`src/bcle_pkg.sv`:
```
// Shared types and constants for the bounded circular list engine.
`default_nettype none

package bcle_pkg;

  localparam int unsigned ModeW   = 3;
  localparam int unsigned ValueW  = 32;
  localparam int unsigned PosW    = 8;
  localparam int unsigned StatusW = 2;
  localparam int unsigned HeldW   = 5;
  // Cell index field of the command; wide enough for the largest supported depth.
  localparam int unsigned IdxW    = 8;

  typedef enum logic [ModeW-1:0] {
    MODE_INS_FRONT = 3'd0,
    MODE_INS_END   = 3'd1,
    MODE_DEL_FRONT = 3'd2,
    MODE_DEL_END   = 3'd3,
    MODE_DEL_POS   = 3'd4,
    MODE_READ_OUT  = 3'd5
  } mode_e;

  typedef enum logic [StatusW-1:0] {
    STAT_OK    = 2'd0,
    STAT_EMPTY = 2'd1,
    STAT_FULL  = 2'd2,
    STAT_RANGE = 2'd3
  } status_e;

  // Operation broadcast to every cell of the chain at once.
  typedef enum logic [2:0] {
    OP_HOLD       = 3'd0,
    OP_PUSH_FRONT = 3'd1,
    OP_APPEND     = 3'd2,
    OP_CLOSE_GAP  = 3'd3,
    OP_ROTATE     = 3'd4
  } op_e;

  typedef struct packed {
    op_e                      op;
    logic [IdxW-1:0]          idx;
    logic signed [ValueW-1:0] value;
  } cell_cmd_t;

endpackage

`default_nettype wire

```
`src/bounded_circular_list_engine_core.sv`:
```
// Top level of the bounded circular list engine: control, cell chain and output register.
//
// Input items arrive on the s_axis channel: tuser carries the operation mode,
// tdata the value to insert and the 1-based delete position. Results leave on
// the m_axis channel: tdata carries the entry value and the entry count, tuser
// the status, and tlast marks the final result of an input item.
// The list lives in a chain of DEPTH cells, cell k holding the k-th entry.
// A front insert, a front delete and a delete by position are done by the cells
// all copying a neighbor at once; an append writes only the tail cell and a
// delete at the end only lowers the count. Each gives one result, registered
// in the cycle after the input transfer. Read out rotates the chain one cell
// per cycle while the receiver takes results and emits the head each time: a
// list of N entries gives N results, and after N rotations the order is back
// where it started. Input is taken again once the last result is registered.
// The output register lets a new input be taken as its held result is accepted.
// When the receiver stalls, the held result stays and read out pauses with it.
// Reset empties the list at once; cell contents need no clearing.
`default_nettype none

module bounded_circular_list_engine_core #(
  parameter int unsigned DEPTH = 16
) (
  input  wire         clk_i,
  input  wire         rst_ni,
  input  wire         s_axis_tvalid_i,
  output logic        s_axis_tready_o,
  // [31:0] value, [39:32] position
  input  wire [39:0]  s_axis_tdata_i,
  // [2:0] mode
  input  wire [2:0]   s_axis_tuser_i,
  output logic        m_axis_tvalid_o,
  input  wire         m_axis_tready_i,
  // [31:0] item_value, [36:32] entries_held, [39:37] zero
  output logic [39:0] m_axis_tdata_o,
  // [1:0] status
  output logic [1:0]  m_axis_tuser_o,
  output logic        m_axis_tlast_o
);
  import bcle_pkg::*;

  localparam int unsigned CW    = $clog2(DEPTH + 1);
  localparam int unsigned CMP_W = ((CW > PosW) ? CW : PosW) + 1;
  localparam logic [CW-1:0] Full = CW'(DEPTH);

  typedef enum logic [1:0] {
    S_IDLE = 2'b01,
    S_READ = 2'b10
  } state_e;

  state_e                   state_q, state_d;
  logic [CW-1:0]            count_q, count_d;
  logic [CW-1:0]            rd_left_q, rd_left_d;
  logic                     out_valid_q, out_valid_d;
  logic signed [ValueW-1:0] out_value_q, out_value_d;
  status_e                  out_status_q, out_status_d;
  logic [HeldW-1:0]         out_held_q, out_held_d;
  logic                     out_last_q, out_last_d;

  cell_cmd_t                cell_cmd;
  logic signed [ValueW-1:0] cell_value [DEPTH];

  logic                     out_free;
  logic                     in_fire;
  mode_e                    in_mode;
  logic signed [ValueW-1:0] in_value;
  logic [PosW-1:0]          in_pos;
  logic                     ld;
  logic signed [ValueW-1:0] ld_value;
  status_e                  ld_status;
  logic                     ld_last;

  assign out_free = !out_valid_q || m_axis_tready_i;
  assign s_axis_tready_o = (state_q == S_IDLE) && out_free;
  assign in_fire  = s_axis_tvalid_i && s_axis_tready_o;
  assign in_mode  = mode_e'(s_axis_tuser_i);
  assign in_value = s_axis_tdata_i[31:0];
  assign in_pos   = s_axis_tdata_i[39:32];

  // Cell chain.
  for (genvar k = 0; k < DEPTH; k++) begin : g_cell
    logic signed [ValueW-1:0] left_v, right_v;
    if (k == 0) begin : g_first
      assign left_v = '0;
    end else begin : g_mid_l
      assign left_v = cell_value[k-1];
    end
    if (k == DEPTH - 1) begin : g_last
      assign right_v = '0;
    end else begin : g_mid_r
      assign right_v = cell_value[k+1];
    end
    bcle_cell #(.IDX(k)) u_cell (
      .clk_i   (clk_i),
      .cmd_i   (cell_cmd),
      .left_i  (left_v),
      .right_i (right_v),
      .head_i  (cell_value[0]),
      .value_o (cell_value[k])
    );
  end

  always_comb begin
    state_d   = state_q;
    count_d   = count_q;
    rd_left_d = rd_left_q;
    cell_cmd  = '{op: OP_HOLD, idx: '0, value: '0};
    ld        = 1'b0;
    ld_value  = '0;
    ld_status = STAT_OK;
    ld_last   = 1'b1;

    unique case (state_q)
      S_IDLE: begin
        if (in_fire) begin
          ld = 1'b1;
          unique case (in_mode)
            MODE_INS_FRONT, MODE_INS_END: begin
              if (count_q == Full) begin
                ld_status = STAT_FULL;
              end else begin
                count_d = count_q + 1'b1;
                if (in_mode == MODE_INS_FRONT) begin
                  cell_cmd = '{op: OP_PUSH_FRONT, idx: '0, value: in_value};
                end else begin
                  cell_cmd = '{op: OP_APPEND, idx: IdxW'(count_q), value: in_value};
                end
              end
            end
            MODE_DEL_FRONT: begin
              if (count_q == '0) begin
                ld_status = STAT_EMPTY;
              end else begin
                count_d  = count_q - 1'b1;
                cell_cmd = '{op: OP_CLOSE_GAP, idx: '0, value: '0};
              end
            end
            MODE_DEL_END: begin
              // The tail cell is simply dropped from the occupied run.
              if (count_q == '0) begin
                ld_status = STAT_EMPTY;
              end else begin
                count_d = count_q - 1'b1;
              end
            end
            MODE_DEL_POS: begin
              if (count_q == '0) begin
                ld_status = STAT_EMPTY;
              end else if (in_pos == '0 || CMP_W'(in_pos) > CMP_W'(count_q)) begin
                ld_status = STAT_RANGE;
              end else begin
                count_d  = count_q - 1'b1;
                cell_cmd = '{op: OP_CLOSE_GAP, idx: IdxW'(in_pos - 1'b1), value: '0};
              end
            end
            MODE_READ_OUT: begin
              if (count_q == '0) begin
                ld_status = STAT_EMPTY;
              end else begin
                ld        = 1'b0;
                rd_left_d = count_q;
                state_d   = S_READ;
              end
            end
            default: begin
              ld_status = STAT_OK;
            end
          endcase
        end
      end
      S_READ: begin
        if (out_free) begin
          ld        = 1'b1;
          ld_value  = cell_value[0];
          ld_last   = (rd_left_q == CW'(1));
          rd_left_d = rd_left_q - 1'b1;
          cell_cmd  = '{op: OP_ROTATE, idx: IdxW'(count_q - 1'b1), value: '0};
          if (ld_last) state_d = S_IDLE;
        end
      end
      default: begin
        state_d = S_IDLE;
      end
    endcase

    out_valid_d  = ld ? 1'b1 : (out_valid_q && !m_axis_tready_i);
    out_value_d  = ld ? ld_value : out_value_q;
    out_status_d = ld ? ld_status : out_status_q;
    out_held_d   = ld ? HeldW'(count_d) : out_held_q;
    out_last_d   = ld ? ld_last : out_last_q;
  end

  always_ff @(posedge clk_i or negedge rst_ni) begin
    if (!rst_ni) begin
      state_q     <= S_IDLE;
      count_q     <= '0;
      rd_left_q   <= '0;
      out_valid_q <= 1'b0;
    end else begin
      state_q     <= state_d;
      count_q     <= count_d;
      rd_left_q   <= rd_left_d;
      out_valid_q <= out_valid_d;
    end
  end

  always_ff @(posedge clk_i) begin
    out_value_q  <= out_value_d;
    out_status_q <= out_status_d;
    out_held_q   <= out_held_d;
    out_last_q   <= out_last_d;
  end

  assign m_axis_tvalid_o = out_valid_q;
  assign m_axis_tdata_o  = {3'b000, out_held_q, out_value_q};
  assign m_axis_tuser_o  = out_status_q;
  assign m_axis_tlast_o  = out_last_q;

  // The list never grows past its capacity.
  a_count_bound: assert property (@(posedge clk_i) disable iff (!rst_ni)
    count_q <= Full)
    else $error("entry count above capacity");

  // While reading out, at least one result is still owed.
  a_read_pending: assert property (@(posedge clk_i) disable iff (!rst_ni)
    (state_q == S_READ) |-> (rd_left_q != '0))
    else $error("read out with nothing left to emit");

  // The final read-out result carries the end-of-run mark.
  a_read_last: assert property (@(posedge clk_i) disable iff (!rst_ni)
    (state_q == S_READ && out_free && rd_left_q == CW'(1)) |=>
      (out_valid_q && out_last_q && state_q == S_IDLE))
    else $error("read out ended without a marked last result");

  // A read out does not change the number of entries.
  a_read_count: assert property (@(posedge clk_i) disable iff (!rst_ni)
    (state_q == S_READ) |=> $stable(count_q))
    else $error("entry count changed during read out");

endmodule

`default_nettype wire

```
`src/bcle_cell.sv`:
```
// One list cell: holds the entry at a fixed list position and trades it with its neighbors.
`default_nettype none

module bcle_cell #(
  parameter int unsigned IDX = 0
) (
  input  wire                                       clk_i,
  input  wire bcle_pkg::cell_cmd_t                  cmd_i,
  input  wire logic signed [bcle_pkg::ValueW-1:0]   left_i,
  input  wire logic signed [bcle_pkg::ValueW-1:0]   right_i,
  input  wire logic signed [bcle_pkg::ValueW-1:0]   head_i,
  output logic signed [bcle_pkg::ValueW-1:0]        value_o
);
  import bcle_pkg::*;

  localparam logic [IdxW-1:0] MyIdx = IdxW'(IDX);

  logic signed [ValueW-1:0] value_q, value_d;

  always_comb begin
    value_d = value_q;
    unique case (cmd_i.op)
      OP_HOLD: begin
        value_d = value_q;
      end
      OP_PUSH_FRONT: begin
        value_d = (MyIdx == '0) ? cmd_i.value : left_i;
      end
      OP_APPEND: begin
        if (MyIdx == cmd_i.idx) value_d = cmd_i.value;
      end
      OP_CLOSE_GAP: begin
        if (MyIdx >= cmd_i.idx) value_d = right_i;
      end
      OP_ROTATE: begin
        // The head entry wraps around to the tail position of the occupied run.
        if (MyIdx < cmd_i.idx) begin
          value_d = right_i;
        end else if (MyIdx == cmd_i.idx) begin
          value_d = head_i;
        end
      end
      default: begin
        value_d = value_q;
      end
    endcase
  end

  always_ff @(posedge clk_i) begin
    value_q <= value_d;
  end

  assign value_o = value_q;

endmodule

`default_nettype wire

```
`config.mk`:
```
export PLATFORM = sky130hd
export DESIGN_NAME = bounded_circular_list_engine_core
export DESIGN_NICKNAME = d
export VERILOG_FILES = /design/src/bcle_pkg.sv /design/src/bounded_circular_list_engine_core.sv /design/src/bcle_cell.sv
export SDC_FILE = /design/constraint.sdc
export NUM_CORES = 1
export LEC_CHECK = 0
export ABC_AREA = 1
export BUFFER_PORTS_ARGS = -buffer_cell sky130_fd_sc_hd__clkbuf_2
export CELL_PAD_IN_SITES_DETAIL_PLACEMENT = 1
export CELL_PAD_IN_SITES_GLOBAL_PLACEMENT = 1
export CORE_MARGIN = 2
export CORE_UTILIZATION = 46
export DETAILED_ROUTE_END_ITERATION = 8
export MAX_ROUTING_LAYER = met4
export PLACE_DENSITY = 0.77
export SYNTH_ARGS = -nofsm -noshare
export SYNTH_HDL_FRONTEND = slang
export SYNTH_SLANG_ARGS = --single-unit
export TNS_END_PERCENT = 5
```
`constraint.sdc`:
```
create_clock -name clk_i -period 8.7 [get_ports clk_i]
set_input_delay 1.74 -clock clk_i [delete_from_list [all_inputs] [get_ports clk_i]]
set_output_delay 1.74 -clock clk_i [all_outputs]
set_load 0.02 [all_outputs]
```
==> run summary <==
Number of synthesized register bits - 565
Count leader, synth - nand2_1
Post-Syn Area - 33500 µm²
Dominant synthesized flop cell - edfxtp_1
Leak - 14.8 nW
I/O pin cnt - 92
Clock Tree Buf Depth - 3
Sequential area share after synthesis - 0.504
Avg Cell Area, Syn - 8.18 µm²
Root Driver - clkbuf_16
Final HPWL DP - 82.0 mm
# setup viols final - 0
TritonCTS clock tree - done
Layout cells sized above 1 - 0.107
Drt first pass iters - 6
Core box area - 71900 µm²
IO buf count - 88
Die ar. - 75000 µm²
Routed WL per cell - 27.2 µm
Fin. Hold Viols - 0
Synthesis Warnings - 0
Die span in x - 274 µm
Combinational share of power - 0.397
Clock Power Share - 0.228
Die height - 274 µm
Routability cong. - 0.914
Fin crit share - 0.699
Critical Path RT - 8.99 ns
Top cells by area in the synthesized netlist - edfxtp_1, nand2_1, nand3_1, a21oi_1, nor2_1
Net Sw Power - 0.00517 W
Inst Count DP - 4925
Initial antenna violation count - 4
Grt total ovfl - 0
Status - complete, no violations
Post-synth EDFFs - 552
Via density - 6.31
Synth async-reset ratio - 0.0230
Gr usage total - 0.373
Sequential share of power - 0.375
Setup_tns - 0 ns
Unrepaired setup endpoints after global routing - no
Area leader, netlist - edfxtp_1
TritonCTS Buffers - 68
Max-slew violations - 0
Pwr dens - 328 nW/µm²
Yosys top cell area share - 0.495
Period minus WS final - 6.08 ns
Largest net degree at the start of global routing - 159
Area grow syn2layout - 8.99%
First-pass GRT wire length - 203 mm
Crit path DAT - 6.38 ns
Max cap viols - 0
Worst slew pin tran - 1.31 ns
Fillers - 8707
Overall routed net length - 137 mm
Sw frac - 0.432
Total Nets Final - 4105
Relative slew slack - 0.124
Critical Path Fanout Max - 40
First DRT Iteration DRCs - 3664
Clk_lat worst skew - 0.62 ns
Mapped Cells - 4098
Total power - 0.0120 W
Most frequent cells after synthesis - nand2_1, edfxtp_1, nand3_1
Peak VDD IR - 0.193 mV
Reg clk slew, reported paths - 0.06 ns
CTS Hold Bufs - 0
P_int - 0.00681 W
Minimum hold slack - 0.552 ns
Fmax - 164 MHz
Vias in the first global route - 31900
Vias after detailed routing - 31800
CP Launch Type - input pin
Effective utilization at floorplan - 0.466
Post-CTS Setup Repair Bufs - 0
Row count - 98
WS Path Type - input pin to flop
Hold Crit Class - flop to flop
Post_cts resized - 0
Post-DRT Antenna Nets - 0
DRC - 0
Synth cell types - 55
Non-Filler Instances - 5040
Finished Core Util - 0.508
Clk_skew - 0.0353 ns
CP Capture Type - flop
Clock sink count - 565
CTS HTree Levels - 3
==> logic make-up after synthesis <==
group                    after synthesis  synth area share
buffers and inverters                672            0.0858
flip-flops                           565             0.504
other                                  1          0.000112
AND/OR/NAND/NOR                     2059             0.272
AO/OA/AOI/OAI                        779             0.130
XOR/XNOR                               9           0.00235
adder cells (fa/ha/maj)               13           0.00485
==> state kept, by name, summed over array words and instances, names as in the netlist <==
name / cells
g_cell.u_cell.value_o: 512
out_value_q: 32
count_q: 5
out_held_q: 5
rd_left_q: 5
m_axis_tuser_o: 2
state_q: 2
m_axis_tlast_o: 1
m_axis_tvalid_o: 1
==> routing by layer <==
| metal | GRT usage | vias to the layer above | routed length, µm |
|---|---|---|---|
| li1 | - | 13900 | - |
| met5 | - | - | 0 |
| met3 | 0.0823 | 349 | 14900 |
| met2 | 0.552 | 1776 | 59800 |
| met4 | 0.159 | 0 | 6220 |
| met1 | 0.492 | 15800 | 56000 |
==> worst paths after layout <==
| kind | start | end | slack (ns) | depth (start not counted) |
|---|---|---|---|---|
| worst min register to register | g_cell[1].u_cell.value_o[1] | g_cell[0].u_cell.value_o[1] | 0.55 | 2 |
| worst min-delay path | g_cell[1].u_cell.value_o[1] | g_cell[0].u_cell.value_o[1] | 0.55 | 2 |
| worst max-delay path | m_axis_tready_i | g_cell[3].u_cell.value_o[8] | 2.62 | 16 |
| max in group asynchronous | rst_ni | state_q[0] | 7.36 | 1 |
| worst max register to register | state_q[0] | g_cell[3].u_cell.value_o[8] | 3.12 | 17 |
| min in group asynchronous | rst_ni | count_q[1] | 1.03 | 1 |
==> critical path: stages <==
cell and delay, ns:
clkbuf_2 0.08, nor2_1 0.29, nor2_2 0.11, inv_2 0.06, buf_4 0.60, nor2_4 0.11, inv_2 0.15, nor2_1 0.10
inv_1 0.12, nand2_4 0.15, nor2_8 0.78, nand2_2 0.12, buf_4 0.39, nor2_2 0.94, a211oi_4 0.22, buf_4 0.36
==> area by class of cell <==
| type | count | area (µm²) | area share |
|---|---|---|---|
| Tap cell | 950 | 1190 | 0.0325 |
| Timing Repair Buffer | 146 | 913 | 0.0250 |
| Clock inverter | 24 | 169 | 0.00462 |
| Multi-Input combinational cell | 2863 | 14000 | 0.383 |
| Inverter | 401 | 1520 | 0.0417 |
| Sequential cell | 565 | 16900 | 0.463 |
| Clock buffer | 89 | 1820 | 0.0499 |
| Antenna cell | 2 | 5.00 | 0.000137 |
==> through the flow <==
stage          cell area [µm²]  setup slack, ns
6_report                 36500             2.62
5_1_grt                  36500             2.50
4_1_cts                  36500             2.77
3_5_place_dp             34500             2.06
3_3_place_gp             34500             2.20
2_1_floorplan            33500             2.26
==> placed cells by master (no fill, tap or decap), types with 4 or more instances in the layout <==
cell type,count
a21o_1,4
a21oi_1,511
a21oi_4,9
a22oi_1,25
a31oi_1,29
buf_4,55
clkbuf_1,19
clkbuf_16,70
clkbuf_2,88
clkinv_1,26
clkinv_2,8
dfrtp_1,12
edfxtp_1,552
ha_1,13
inv_1,339
inv_2,44
nand2_1,932
nand2_2,66
nand2_4,14
nand3_1,519
nand3_2,5
nand4_1,77
nor2_1,380
nor2_2,28
nor2_4,19
nor3_1,7
o2111ai_1,19
o211ai_1,47
o21ai_0,61
o21ai_1,32
o21ai_4,5
o21bai_1,4
o22a_1,17
xor2_1,7
==> power groups by stage <==
stage	clock network, W	logic (W)	registers (W)
6_report	0.00273	0.00476	0.00450
2_1_floorplan	0	0.00293	0.00448
3_5_place_dp	0	0.00460	0.00453
5_1_grt	0.00284	0.00509	0.00456
3_3_place_gp	0	0.00448	0.00452
4_1_cts	0.00275	0.00464	0.00448
Note: power is estimated with default switching activity, not from simulation.
